===== config.mk =====
export PLATFORM = sky130hd
export DESIGN_NAME = signed_binary_to_decimal_ascii
export DESIGN_NICKNAME = d
export VERILOG_FILES = /design/src/rtl/sbdec_pkg.sv /design/src/rtl/sbdec_cell.sv /design/src/rtl/sbdec_ser.sv /design/src/rtl/signed_binary_to_decimal_ascii.sv
export SDC_FILE = /design/constraint.sdc
export NUM_CORES = 1
export LEC_CHECK = 0
export ABC_AREA = 1
export BUFFER_PORTS_ARGS = -buffer_cell sky130_fd_sc_hd__clkbuf_2
export CORE_MARGIN = 1.5
export CORE_UTILIZATION = 52
export DETAILED_ROUTE_END_ITERATION = 7
export PLACE_DENSITY = 0.68
export SETUP_SLACK_MARGIN = 0.2
export SLEW_MARGIN = 40
export SYNTH_ARGS = -nofsm -noshare
export SYNTH_HDL_FRONTEND = slang
export SYNTH_SLANG_ARGS = --single-unit

===== constraint.sdc =====
create_clock -name clk -period 8.1 [get_ports clk]
set_input_delay 1.62 -clock clk [delete_from_list [all_inputs] [get_ports clk]]
set_output_delay 1.62 -clock clk [all_outputs]
set_load 0.005 [all_outputs]

===== src/rtl/sbdec_pkg.sv =====
// Shared constants and types for the signed binary to decimal ASCII converter.
// No dependencies; every other file imports this package.
package sbdec_pkg;

	localparam int MAG_W = 18;
	localparam int CHAR_W = 6;
	localparam int DIG_W = 4;
	localparam int PROD_W = 64;

	localparam logic [CHAR_W-1:0] CHAR_ZERO = 6'h30;
	localparam logic [CHAR_W-1:0] CHAR_MINUS = 6'h2D;

	typedef struct packed {
		logic valid;
		logic neg;
	} ctl_t;

	function automatic logic [PROD_W-1:0] pow10(input int n);
		logic [PROD_W-1:0] p;
		p = 64'd1;
		for (int k = 0; k < n; k++) begin
			p = p * 64'd10;
		end
		return p;
	endfunction

endpackage


===== src/rtl/sbdec_cell.sv =====
// One digit cell of the conversion chain: extracts the digit of one power of ten.
// Depends on sbdec_pkg. Instantiated DIGITS times by the top level.
module sbdec_cell import sbdec_pkg::*; #(
	parameter int DIGITS = 5,
	parameter int POS = 0,
	localparam int CW = $clog2(DIGITS + 1),
	localparam int BW = DIGITS * DIG_W
) (
	input  logic             clk,
	input  logic             arst_n,
	input  logic             adv,
	input  ctl_t             ctl_in,
	input  logic [MAG_W-1:0] rem_in,
	input  logic [CW-1:0]    cnt_in,
	input  logic [BW-1:0]    digs_in,
	output ctl_t             ctl_out,
	output logic [MAG_W-1:0] rem_out,
	output logic [CW-1:0]    cnt_out,
	output logic [BW-1:0]    digs_out
);

	localparam logic [PROD_W-1:0] P = pow10(DIGITS - 1 - POS);

	logic [8:0]       ge;
	logic [MAG_W-1:0] sub [10];
	logic [DIG_W-1:0] d;
	logic [PROD_W-1:0] rem_ext;
	logic [MAG_W-1:0] rem_n;
	logic [CW-1:0]    cnt_n;
	logic [BW-1:0]    digs_n;
	ctl_t             ctl_q;
	logic [MAG_W-1:0] rem_q;
	logic [CW-1:0]    cnt_q;
	logic [BW-1:0]    digs_q;

	assign rem_ext = {{(PROD_W-MAG_W){1'b0}}, rem_in};
	assign sub[0] = '0;

	for (genvar m = 1; m <= 9; m++) begin : g_mult
		localparam logic [PROD_W-1:0] MP = PROD_W'(m) * P;
		assign ge[m-1] = rem_ext >= MP;
		assign sub[m] = MP[MAG_W-1:0];
	end

	always_comb begin
		d = '0;
		for (int i = 0; i < 9; i++) begin
			if (ge[i]) begin
				d = DIG_W'(i + 1);
			end
		end
		rem_n = rem_in - sub[d];
		cnt_n = cnt_in;
		digs_n = digs_in;
		if (d != '0 || cnt_in != '0) begin
			cnt_n = cnt_in + CW'(1);
			digs_n = digs_in << DIG_W;
			digs_n[DIG_W-1:0] = d;
		end
	end

	always_ff @(posedge clk or negedge arst_n) begin
		if (!arst_n) begin
			ctl_q <= '0;
		end else if (adv) begin
			ctl_q <= ctl_in;
		end
	end

	always_ff @(posedge clk) begin
		if (adv) begin
			rem_q <= rem_n;
			cnt_q <= cnt_n;
			digs_q <= digs_n;
		end
	end

	assign ctl_out = ctl_q;
	assign rem_out = rem_q;
	assign cnt_out = cnt_q;
	assign digs_out = digs_q;

endmodule


===== src/rtl/sbdec_ser.sv =====
// Output serializer: turns one converted number into a stream of ASCII characters.
// Depends on sbdec_pkg. Fed by the last cell of the chain.
module sbdec_ser import sbdec_pkg::*; #(
	parameter int DIGITS = 5,
	localparam int CW = $clog2(DIGITS + 1),
	localparam int BW = DIGITS * DIG_W
) (
	input  logic              clk,
	input  logic              arst_n,
	input  ctl_t              ctl_in,
	input  logic [CW-1:0]     cnt_in,
	input  logic [BW-1:0]     digs_in,
	output logic              load,
	output logic              text_valid,
	input  logic              text_stall,
	output logic [CHAR_W-1:0] text_char,
	output logic              final_char
);

	logic          busy_q;
	logic          sign_q;
	logic [CW-1:0] left_q;
	logic [BW-1:0] digs_q;
	logic [DIG_W-1:0] sel;
	logic          take;

	assign text_valid = busy_q;
	assign take = busy_q && !text_stall;
	assign final_char = !sign_q && left_q <= CW'(1);
	assign load = ctl_in.valid && (!busy_q || (take && final_char));

	always_comb begin
		sel = '0;
		for (int i = 0; i < DIGITS; i++) begin
			if (left_q == CW'(i + 1)) begin
				sel = digs_q[i*DIG_W +: DIG_W];
			end
		end
		if (sign_q) begin
			text_char = CHAR_MINUS;
		end else begin
			text_char = CHAR_ZERO + {{(CHAR_W-DIG_W){1'b0}}, sel};
		end
	end

	always_ff @(posedge clk or negedge arst_n) begin
		if (!arst_n) begin
			busy_q <= 1'b0;
		end else if (load) begin
			busy_q <= 1'b1;
		end else if (take && final_char) begin
			busy_q <= 1'b0;
		end
	end

	always_ff @(posedge clk) begin
		if (load) begin
			sign_q <= ctl_in.neg && cnt_in != '0;
			left_q <= cnt_in;
			digs_q <= digs_in;
		end else if (take) begin
			if (sign_q) begin
				sign_q <= 1'b0;
			end else begin
				left_q <= left_q - CW'(1);
			end
		end
	end

endmodule


===== src/rtl/signed_binary_to_decimal_ascii.sv =====
// Top level of the signed binary to decimal ASCII converter.
// Depends on sbdec_pkg, sbdec_cell and sbdec_ser.
//
// Usage: a transaction on the number channel (number_valid, number_stall,
// number) carries one signed 18-bit value. Each transaction on the text
// channel (text_valid, text_stall, text_char, final_char) carries one ASCII
// character of that value's decimal text: an optional minus sign and then
// the digits without leading zeros, or a single '0' for zero. final_char
// marks the last character. Magnitudes above 10^DIGITS - 1 print as nines.
// A number passes a front register, a chain of DIGITS digit cells, one
// per power of ten, and the serializer register before its first character
// is offered. The text channel moves one character per cycle while
// text_stall is low; a number has 1 to DIGITS + 1 characters, and the
// next number loads at the edge that takes the last character. The chain
// advances only while its last cell is empty or the serializer loads it;
// otherwise the whole chain holds and number_stall is high, which happens
// whenever a number waits in the last cell, in particular when the receiver
// stalls. Reset clears all valid flags; no characters are pending after reset.
module signed_binary_to_decimal_ascii import sbdec_pkg::*; #(
	parameter int DIGITS = 5
) (
	input  logic                    clk,
	input  logic                    arst_n,
	input  logic                    number_valid,
	output logic                    number_stall,
	input  logic signed [MAG_W-1:0] number,
	output logic                    text_valid,
	input  logic                    text_stall,
	output logic [CHAR_W-1:0]       text_char,
	output logic                    final_char
);

	localparam int CW = $clog2(DIGITS + 1);
	localparam int BW = DIGITS * DIG_W;
	localparam logic [PROD_W-1:0] CAP = pow10(DIGITS) - PROD_W'(1);

	ctl_t             ctl_c  [DIGITS+1];
	logic [MAG_W-1:0] rem_c  [DIGITS+1];
	logic [CW-1:0]    cnt_c  [DIGITS+1];
	logic [BW-1:0]    digs_c [DIGITS+1];

	logic             adv;
	logic             load;
	logic             neg;
	logic [MAG_W-1:0] mag;
	logic [MAG_W-1:0] mag_sat;
	ctl_t             ctl_s0;
	logic [MAG_W-1:0] mag_s0;

	assign adv = !ctl_c[DIGITS].valid || load;
	assign number_stall = !adv;

	always_comb begin
		neg = number[MAG_W-1];
		mag = neg ? MAG_W'(-number) : MAG_W'(number);
		if ({{(PROD_W-MAG_W){1'b0}}, mag} > CAP) begin
			mag_sat = CAP[MAG_W-1:0];
		end else begin
			mag_sat = mag;
		end
	end

	always_ff @(posedge clk or negedge arst_n) begin
		if (!arst_n) begin
			ctl_s0 <= '0;
		end else if (adv) begin
			ctl_s0.valid <= number_valid;
			ctl_s0.neg <= neg;
		end
	end

	always_ff @(posedge clk) begin
		if (adv) begin
			mag_s0 <= mag_sat;
		end
	end

	assign ctl_c[0] = ctl_s0;
	assign rem_c[0] = mag_s0;
	assign cnt_c[0] = '0;
	assign digs_c[0] = '0;

	for (genvar k = 0; k < DIGITS; k++) begin : g_cell
		sbdec_cell #(
			.DIGITS(DIGITS),
			.POS(k)
		) u_cell (
			.clk(clk),
			.arst_n(arst_n),
			.adv(adv),
			.ctl_in(ctl_c[k]),
			.rem_in(rem_c[k]),
			.cnt_in(cnt_c[k]),
			.digs_in(digs_c[k]),
			.ctl_out(ctl_c[k+1]),
			.rem_out(rem_c[k+1]),
			.cnt_out(cnt_c[k+1]),
			.digs_out(digs_c[k+1])
		);
	end

	sbdec_ser #(
		.DIGITS(DIGITS)
	) u_ser (
		.clk(clk),
		.arst_n(arst_n),
		.ctl_in(ctl_c[DIGITS]),
		.cnt_in(cnt_c[DIGITS]),
		.digs_in(digs_c[DIGITS]),
		.load(load),
		.text_valid(text_valid),
		.text_stall(text_stall),
		.text_char(text_char),
		.final_char(final_char)
	);

endmodule

Yosys cells after proc, flatten, opt, wreduce, memory -nomap -nowiden
Memories as Yosys holds them, arrays and structs flattened.
Cells that the tools add are included.
{"block": "word_totals", "out_inout_bits": 9, "memories": 4, "rom_bits": 1152, "elab_cells": 213, "reg_bits": 242, "inputBits": 22}
{"name": "(name not given)", "words": 16, "width": 18, "rd": 1, "rd_ports_with_merged_regs": 0, "write_ports": 0, "line": "sbdec_cell.sv:52", "source": "rem_n = rem_in - sub[d];"}
{"name": "(name not given)", "words": 16, "width": 18, "rd": 1, "rd_ports_with_merged_regs": 0, "write_ports": 0, "line": "sbdec_cell.sv:52"}
{"name": "(name not given)", "words": 16, "width": 18, "rd": 1, "rd_ports_with_merged_regs": 0, "write_ports": 0, "line": "sbdec_cell.sv:52"}
{"name": "(name not given)", "words": 16, "width": 18, "rd": 1, "rd_ports_with_merged_regs": 0, "write_ports": 0, "line": "sbdec_cell.sv:52"}
{"block": "classes", "n_eq_ne": 6, "add_sub_neg": 11, "bitwise": 4, "order_cmp": 51, "mux": 76, "n_reduce_logical": 29}
{"operator": "4-bit 2-to-1 mux", "count": 45}
{"operator": "18-bit 2-to-1 mux", "count": 9}
{"operator": "18-bit by 10-bit greater-or-equal comparator with 1-bit output, second input constant", "count": 5}
{"operator": "20-bit 2-to-1 mux", "count": 4}
{"operator": "18-bit by 13-bit greater-or-equal comparator with 1-bit output, second input constant", "count": 4}
{"operator": "18-bit by 3-bit greater-or-equal comparator with 1-bit output, second input constant", "count": 4}
{"operator": "18-bit by 7-bit greater-or-equal comparator with 1-bit output, second input constant", "count": 4}
{"operator": "18-bit subtractor", "count": 4}
{"operator": "18-bit by 16-bit greater-or-equal comparator with 1-bit output, second input constant", "count": 3}
{"operator": "18-bit by 17-bit greater-or-equal comparator with 1-bit output, second input constant", "count": 3}
{"operator": "18-bit by 4-bit greater-or-equal comparator with 1-bit output, second input constant", "count": 3}
{"operator": "18-bit by 6-bit greater-or-equal comparator with 1-bit output, second input constant", "count": 3}
{"operator": "18-bit by 9-bit greater-or-equal comparator with 1-bit output, second input constant", "count": 3}
{"operator": "18-bit by 12-bit greater-or-equal comparator with 1-bit output, second input constant", "count": 2}
{"operator": "18-bit by 14-bit greater-or-equal comparator with 1-bit output, second input constant", "count": 2}
{"operator": "18-bit by 15-bit greater-or-equal comparator with 1-bit output, second input constant", "count": 2}
{"operator": "18-bit by 2-bit greater-or-equal comparator with 1-bit output, second input constant", "count": 2}
{"operator": "18-bit by 5-bit greater-or-equal comparator with 1-bit output, second input constant", "count": 2}
{"operator": "3-bit 2-to-1 mux", "count": 7}
{"operator": "5-bit greater-or-equal comparator, second input constant", "count": 4}
{"operator": "4-bit inverter with 5-bit output", "count": 4}
{"operator": "4-bit nonzero test", "count": 5}
{"operator": "18-bit by 1-bit greater-or-equal comparator with 1-bit output, second input constant", "count": 1}
{"operator": "18-bit by 11-bit greater-or-equal comparator with 1-bit output, second input constant", "count": 1}
{"operator": "19 further kinds", "count": 51}

Logic depth before layout (Yosys ltp)
Gate-level depths: netlist of run 1.
{"block": "logic_depth", "depth_word": 15, "depth_mapped": 27, "ltp_nobuf": 27}

Modules after synthesis
A second synthesis of run 1 with hierarchy kept.
{"block": "unflattened", "cells_unflattened": 1682, "area_unflattened_um2": 15427.3}
{"mod": "sbdec_cell at g_cell[0].u_cell", "area_each_um2": 2792.7, "seq_area_each_um2": 1281.2, "cells_each": 333, "n_inst": 1}
{"mod": "sbdec_cell at g_cell[1].u_cell", "area_each_um2": 2777.7, "seq_area_each_um2": 1281.2, "cells_each": 307, "n_inst": 1}
{"mod": "sbdec_cell at g_cell[3].u_cell", "area_each_um2": 2518.7, "seq_area_each_um2": 1281.2, "cells_each": 254, "n_inst": 1}
{"mod": "sbdec_cell at g_cell[2].u_cell", "area_each_um2": 2496.1, "seq_area_each_um2": 1281.2, "cells_each": 268, "n_inst": 1}
{"mod": "sbdec_cell at g_cell[4].u_cell", "area_each_um2": 2232.1, "seq_area_each_um2": 1281.2, "cells_each": 217, "n_inst": 1}
{"mod": "signed_binary_to_decimal_ascii", "area_each_um2": 1356.3, "seq_area_each_um2": 590.6, "cells_each": 178, "n_inst": 1}
{"mod": "sbdec_ser", "area_each_um2": 1253.7, "seq_area_each_um2": 745.7, "cells_each": 125, "n_inst": 1}

Least setup slack after synthesis of run 1
Ideal clock, no wire load.
{"block": "synth_timing", "kind": "in2reg", "from": "input text_stall", "to": "register g_cell[0].u_cell.cnt_q[0], enable pin", "setup_ns": 0.452, "required_time_ns": 7.648, "t_arrival_ns": 3.952, "path_buffers": 1, "stages": 6, "path_slack_ns": 3.696, "cell_sequence": "inv_1 > nand2_1 > nand2_1 > nor2_1 > inv_1 > buf_2"}
{"block": "synth_between", "elab_chain_len": 6}
{"item": "start: declaration", "line": "signed_binary_to_decimal_ascii.sv:28", "source": "input logic text_stall,"}
{"item": "1-bit zero test", "line": "sbdec_ser.sv:28", "source": "assign take = busy_q && !text_stall;"}
{"item": "1-bit logical AND", "line": "sbdec_ser.sv:28"}
{"item": "1-bit logical AND", "line": "sbdec_ser.sv:30", "source": "assign load = ctl_in.valid && (!busy_q || (take && final_char));"}
{"item": "1-bit logical OR", "line": "sbdec_ser.sv:30"}
{"item": "1-bit logical AND", "line": "sbdec_ser.sv:30"}
{"item": "1-bit logical OR", "line": "signed_binary_to_decimal_ascii.sv:50", "source": "assign adv = !ctl_c[DIGITS].valid || load;"}
{"item": "end signal: assignment", "line": "sbdec_cell.sv:73", "source": "cnt_q <= cnt_n;"}
{"item": "end: declaration", "line": "sbdec_cell.sv:33", "source": "logic [CW-1:0] cnt_q;"}
Every way passes these cells.
A chain may end at the register's enable or synchronous reset.

Final worst setup path of run 1
{"block": "layout_timing", "from": "input text_stall", "to": "output number_stall"}
{"block": "layout_between", "elab_chain_len": 7}
{"item": "1-bit zero test", "line": "sbdec_ser.sv:28"}
{"item": "1-bit logical AND", "line": "sbdec_ser.sv:28"}
{"item": "1-bit logical AND", "line": "sbdec_ser.sv:30"}
{"item": "1-bit logical OR", "line": "sbdec_ser.sv:30"}
{"item": "1-bit logical AND", "line": "sbdec_ser.sv:30"}
{"item": "1-bit logical OR", "line": "signed_binary_to_decimal_ascii.sv:50"}
{"item": "1-bit zero test", "line": "signed_binary_to_decimal_ascii.sv:51", "source": "assign number_stall = !adv;"}
{"item": "end: declaration", "line": "signed_binary_to_decimal_ascii.sv:25", "source": "output logic number_stall,"}
Every way passes these cells.

==> results of run 1 <==
worst paths after layout:
check	depth (start not counted)	endpoint	startpoint	slack, ns
setup / recovery	6	number_stall	text_stall	3.92
hold / removal	0	g_cell[2].u_cell.rem_out[0]	g_cell[1].u_cell.rem_out[0]	0.42
setup reg to reg	24	g_cell[3].u_cell.rem_out[13]	g_cell[2].u_cell.rem_out[8]	4.15
hold reg to reg	0	g_cell[2].u_cell.rem_out[0]	g_cell[1].u_cell.rem_out[0]	0.42
max in group asynchronous	1	u_ser.text_valid	arst_n	6.81
min in group asynchronous	1	g_cell[0].u_cell.ctl_out[1]	arst_n	1.05
report_power, final:
group | leakage [µW] | internal, µW | switching (µW)
Sequential | 0.00186 | 1900 | 316
Clock | 0.000299 | 431 | 446
Combinational | 0.00338 | 756 | 1410
Total | 0.00554 | 3080 | 2170
per-layer routing:
metal	part of all wire	track usage	wire length, µm
met1	0.43	0.233	9520
met2	0.52	0.365	11500
met3	0.026	0.0298	578
met4	0.015	0.0633	335
met5	0	0	0
flip-flops by register name (all words and copies together), names as in the netlist:
register	flops
ctl_c	2
g_cell.u_cell.digs_out	60
g_cell.u_cell.cnt_out	12
g_cell.u_cell.ctl_out	10
u_ser.digs_q	20
u_ser.text_valid	1
mag_s0	18
g_cell.u_cell.rem_out	72
u_ser.left_q	3
u_ser.sign_q	1
cells in the mapped netlist, types with 2 or more instances:
cell type  count  area, µm²
nand2_1      333       1250
inv_1        193        724
edfxtp_1     186       5590
nor2_1       138        518
nand3_1       66        330
ha_1          64        801
o21ai_0       61        305
a21oi_1       52        260
xor2_1        43        377
xnor2_1       22        193
nand4_1       16        100
nor3_1        16       80.1
o211ai_1      15        113
dfrtp_1       13        325
nand3b_1      13       97.6
a31oi_1       10       62.6
nor2_2         9       56.3
o21ai_1        7       35.0
buf_2          6       30.0
nor4_1         6       37.5
a211oi_1       4       30.0
fa_1           4       80.1
nor2_4         4       45.0
a21o_1         3       22.5
buf_6          3       33.8
clkbuf_1       3       11.3
nand2_2        3       18.8
or2_2          3       18.8
a21oi_2        2       17.5
a221oi_1       2       17.5
a22oi_1        2       15.0
a311oi_1       2       17.5
conb_1         2       7.51
inv_2          2       7.51
o2111ai_1      2       17.5
o22ai_1        2       12.5
o31ai_1        2       15.0
per-stage QoR:
step	setup slack, ns	util	total power, µW	area (µm²)
global route	3.58	0.583	5700	12800
detailed placement	3.68	0.554	4400	12200
global placement	3.71	0.554	4330	12200
finish	3.92	0.583	5260	12800
CTS	3.69	0.582	5290	12800
floorplan	3.70	-	3840	11800
critical path, stage by stage:
cell and delay, ns:
clkbuf_2 0.07, inv_1 0.04, nand2_1 0.05, nand2_1 0.08
nor2_2 0.47, clkbuf_2 0.22
cell type report:
class,count,area share
Tap cell,280,0.0273
Multi-Input combinational cell,915,0.393
Timing Repair Buffer,31,0.0128
Inverter,196,0.0579
Clock inverter,15,0.0158
Clock buffer,17,0.0331
Sequential cell,199,0.461
cells by family after synthesis:
logic type | after synthesis | synth area share
DFF | 199 | 0.503
buffers and inverters | 209 | 0.0696
AOI/OAI and AO/OA | 171 | 0.0841
xor gates and xnor gates | 66 | 0.0498
other | 2 | 0.000639
adders and majority gates | 68 | 0.0749
and+or+nand+nor | 608 | 0.218
layout by cell type (no fill, tap or decap), drive strengths merged, types with 13 or more instances in the layout:
| master | instances |
|---|---|
| o21ai | 69 |
| nor2 | 151 |
| nand4 | 17 |
| dfrtp | 13 |
| xor2 | 44 |
| nand3b | 13 |
| ha | 64 |
| o211ai | 15 |
| nand2 | 336 |
| clkbuf | 46 |
| inv | 205 |
| edfxtp | 186 |
| nand3 | 66 |
| xnor2 | 22 |
| a21oi | 55 |
| nor3 | 16 |
==> key figures, run 1 <==
Finish
  • Multi-input combinational cell area: 5040 µm²
  • Layout Cells excl Fill: 1653
  • # diodes: 0
  • Share of layout cells above drive strength 1: 0.0677
  • Filler Cells Inserted: 1916
  • Layout area overhead: 9.16%
  • Final-stage net count: 1450
  • Register area: 5910 µm²

CTS
  • Hold buffers post-CTS: 0
  • H-Tree Depth: 4
  • Clock sinks: 199
  • Total CTS buffers: 17
  • CTS resizes: 0
  • Clock Pin Slew Worst Setup and Hold Paths: 0.08 ns
  • Clock buffer depth: 2
  • Clock root cell: clkbuf_16
  • Skew-Pair Late Insertion Delay: 0.44 ns
  • CTS tree: done
  • Post-CTS Setup Bufs: 0

Logic synthesis
  • Warnings, synthesis: 0
  • Syn Area/Cell: 8.89 µm²
  • Distinct cells, synth: 46
  • Asr flop ratio synth: 0.0653
  • Synthesized area: 11800 µm²
  • Top_reg_cell synth: edfxtp_1
  • Cells after synthesis: 1323
  • Seq/Total Area, Yosys: 0.503
  • Mapped Nets: 1413
  • Synth Register Bits: 199
  • Number of flops mapped to enable cells by yosys: 186

Routing
  • Drt drc: 0
  • Routed vias: 8553
  • DR iter-0 viols: 483
  • Final ANT Viol Nets: 0
  • Drt first pass iters: 7
  • DR WL/cell: 13.2 µm
  • Vias/cell: 5.17
  • Total routed wirelength: 21.9 mm

Floorplanning
  • Starting density of the core: 0.534
  • Core area: 22000 µm²
  • Row cnt: 54
  • Die area: 23500 µm²
  • Die height: 153 µm
  • # IOs: 31
  • Die Width: 153 µm

Timing
  • Final setup vio count: 0
  • RSZ-0062 raised after global routing: no
  • Worst hold margin: 0.422 ns
  • Slew margin rel.: 0.545
  • Clk_skew: 0.0114 ns
  • Final hold vios: 0
  • Setup_tns: 0 ns
  • Min Tclk post-route: 4.18 ns
  • Worst-margin pin slew: 0.682 ns
  • Period Utilization, post-route: 0.516
  • Slew Limit Fails: 0
  • F_max: 0.239 GHz

Worst setup path
  • Critical Path RT: 6.48 ns
  • WP data arrival: 2.56 ns
  • Crit path max fanout: 12
  • Critical Path Start Type: primary input
  • CP Class: primary input to output pin
  • CP endpoint kind: output pin

GRT
  • Gr usage total: 0.197
  • First-pass GRT wire length: 37.6 mm
  • Grt ovf: 0
  • Vias in the first global route: 8268
  • Largest net degree at the start of global routing: 97
  • Initial antenna violation count: 0

Placement
  • Count of input and output buffers: 29
  • Hpwl dp: 16.5 mm
  • Cell count after placement: 1621
  • Gpl congestion: 0.933

Hold path
  • Worst Hold Class: flop to flop

Job
  • # Max-Cap Violations: 0

Pwr
  • Leakage: 0.00554 µW
  • Maximum VDD drop: 0.000304 V
  • Power Density: 410 nW/µm²

Status
  • Outcome: complete, no violations
Note: power is estimated with default switching activity, not from simulation.
==> run 2, diff against run 1 <==
- clock period: 8.1 -> 4.1 ns (I/O delays scaled with it)
==> key figures, run 2 (same netlist as run 1, synthesis figures left out) <==
Routing
  • DR WL/cell: 13.4 µm (+1.3%)
  • Vias/cell: 5.20 (+0.42%)
  • Total routed wirelength: 22.6 mm (+3.3%)
  • Routed vias: 8755 (+2.4%)
  • DR iter-0 viols: 500 (+3.5%)
  • Drt first pass iters: 5 (-2)
  • Drt drc: 0 (unchanged)
  • Final ANT Viol Nets: 0 (unchanged)

Worst setup path
  • Critical Path Start Type: flop
  • Critical Path RT: 4.30 ns (-2.18 ns)
  • R2r worst-path depth: 22 (-8.3%)
  • WP data arrival: 3.88 ns (+1.32 ns)
  • Crit path max fanout: 5 (-7)
  • CP endpoint kind: flop
  • CP Class: flop to flop

GRT
  • Largest net degree at the start of global routing: 71 (-27%)
  • First-pass GRT wire length: 37.7 mm (+0.33%)
  • Vias in the first global route: 8334 (+0.80%)
  • Initial antenna violation count: 0 (unchanged)
  • M2 GR Usage: 0.372 (+0.00779)
  • Grt peak-use layer: met2
  • Gr usage total: 0.197 (+0.000793)
  • M3 GR Usage: 0.0326 (+0.00284)
  • Met1 usage: 0.226 (-0.00658)
  • Grt ovf: 0 (unchanged)

Timing
  • Min Tclk post-route: 3.69 ns
  • F_max: 0.271 GHz
  • Min setup slack post-route: 0.414 ns (-3.51 ns)
  • Final setup vio count: 0 (unchanged)
  • Worst hold margin: 0.251 ns (-0.171 ns)
  • Worst-margin pin slew: 0.597 ns (-0.0852 ns)
  • Final hold vios: 0 (unchanged)
  • Period Utilization, post-route: 0.899
  • Slew Limit Fails: 0 (unchanged)
  • Setup_tns: 0 ns (unchanged)
  • Clk_skew: 0.0120 ns (+0.000596 ns)
  • RSZ-0062 raised after global routing: no
  • Slew margin rel.: 0.602 (+0.0568)

CTS
  • CTS tree: done
  • Clock Pin Slew Worst Setup and Hold Paths: 0.08 ns (about the same)
  • Hold buffers post-CTS: 0 (unchanged)
  • Skew-Pair Late Insertion Delay: 0.44 ns (about the same)
  • Clock buffer depth: 2 (unchanged)
  • Clock root cell: clkbuf_16
  • Total CTS buffers: 17 (unchanged)
  • Clock sinks: 199 (unchanged)
  • H-Tree Depth: 4 (unchanged)

Finish
  • Share of layout cells above drive strength 1: 0.110 (+0.0419)
  • Filler Cells Inserted: 1902 (-0.73%)
  • Layout Cells excl Fill: 1685 (+1.9%)
  • Multi-input combinational cell area: 5150 µm² (+2.2%)
  • Max reg flops: 72 (unchanged)
  • Layout area overhead: 12.4%
  • Final-stage net count: 1482 (+2.2%)
  • Register area: 5910 µm² (unchanged)
  • Final Instance Area: 13200 µm² (+3.0%)
  • Commonest non-fill, non-tap cell in the layout: nand2_1
  • # diodes: 0 (unchanged)
  • Most frequent cells in the layout: nand2_1 (326), inv_1 (189), edfxtp_1 (186)

Floorplanning
  • # IOs: 31 (unchanged)
  • Starting density of the core: 0.534 (unchanged)
  • Row cnt: 54 (unchanged)
  • Core area: 22000 µm² (unchanged)
  • Die height: 153 µm (unchanged)
  • Die area: 23500 µm² (unchanged)
  • Die Width: 153 µm (unchanged)

Placement
  • DP Area: 12300 µm² (+0.71%)
  • Hpwl dp: 16.9 mm (+2.6%)
  • Gpl congestion: 0.896 (-4.0%)
  • Cell count after placement: 1630 (+0.56%)
  • Pre-CTS setup slack: 0.237 ns (-3.44 ns)
  • Count of input and output buffers: 29 (unchanged)

Pwr
  • Power Density: 818 nW/µm² (+100%)
  • Leakage: 0.00573 µW (+3.4%)
  • Maximum VDD drop: 0.000546 V (+80%)

Status
  • Outcome: complete, no violations

Hold path
  • Worst Hold Class: primary input to async pin

Job
  • # Max-Cap Violations: 0 (unchanged)
run 2: final timing paths:
kind / slack (ns) / startpoint / end
setup / recovery: 0.41 / g_cell[2].u_cell.rem_out[11] / g_cell[3].u_cell.rem_out[17]
hold / removal: 0.25 / arst_n / g_cell[2].u_cell.ctl_out[1]
setup reg to reg: 0.41 / g_cell[2].u_cell.rem_out[11] / g_cell[3].u_cell.rem_out[17]
hold reg to reg: 0.42 / g_cell[1].u_cell.rem_out[0] / g_cell[2].u_cell.rem_out[0]
max in group asynchronous: 3.60 / arst_n / g_cell[3].u_cell.ctl_out[0]
min in group clk: 0.42 / g_cell[1].u_cell.rem_out[0] / g_cell[2].u_cell.rem_out[0]
run 2: critical path, cell delays in order, from the launching register on:
cell and delay (ns):
edfxtp_1 0.45, inv_1 0.12, nand2_1 0.09, nor2_2 0.10, nand2_2 0.11, nor2_2 0.13, inv_2 0.07, a21oi_4 0.20
inv_1 0.14, a21oi_4 0.18, ha_1 0.26, nand2_1 0.07, nand2_1 0.05, nor2_1 0.10, ha_1 0.28, a21oi_1 0.15
o21ai_1 0.11, a21o_1 0.17, nand2_1 0.07, nand2_2 0.11, nor3_4 0.20, nand3_1 0.10, xor2_1 0.16
run 2: power breakdown:
group          internal (µW)  leakage (µW)  total (µW)  switching, µW
Clock                    902      0.000309        1760            855
Combinational           1760       0.00356        4700           2940
Sequential              3740       0.00186        4350            608
Total                   6400       0.00573       10800           4400
run 2: area by class of cell:
class	count	area share
timing repair buffer	63	0.0322
clock inverter	15	0.0161
sequential	199	0.447
inverter	196	0.0561
clock buffer	17	0.0322
multi-input combinational	915	0.390
tap	280	0.0265
run 2: routing by layer:
layer	up-vias	share of wire
met5	-	0
met4	0	0.017
met3	35	0.030
met2	173	0.53
met1	4011	0.42
li1	4536	-
run 2: stage by stage:
step | utilization | total power, µW
final | 0.600 | 10800
after floorplan | - | 7580
after detailed placement | 0.558 | 8800
after CTS | 0.587 | 10600
after global routing | 0.600 | 11700
after global placement | 0.558 | 8750
run 2: repair_timing:
item,4_1_cts,5_1_grt
resized for setup,0,38
setup endpoints to repair,0,22
setup buffers,0,23
hold endpoints to repair,0,0
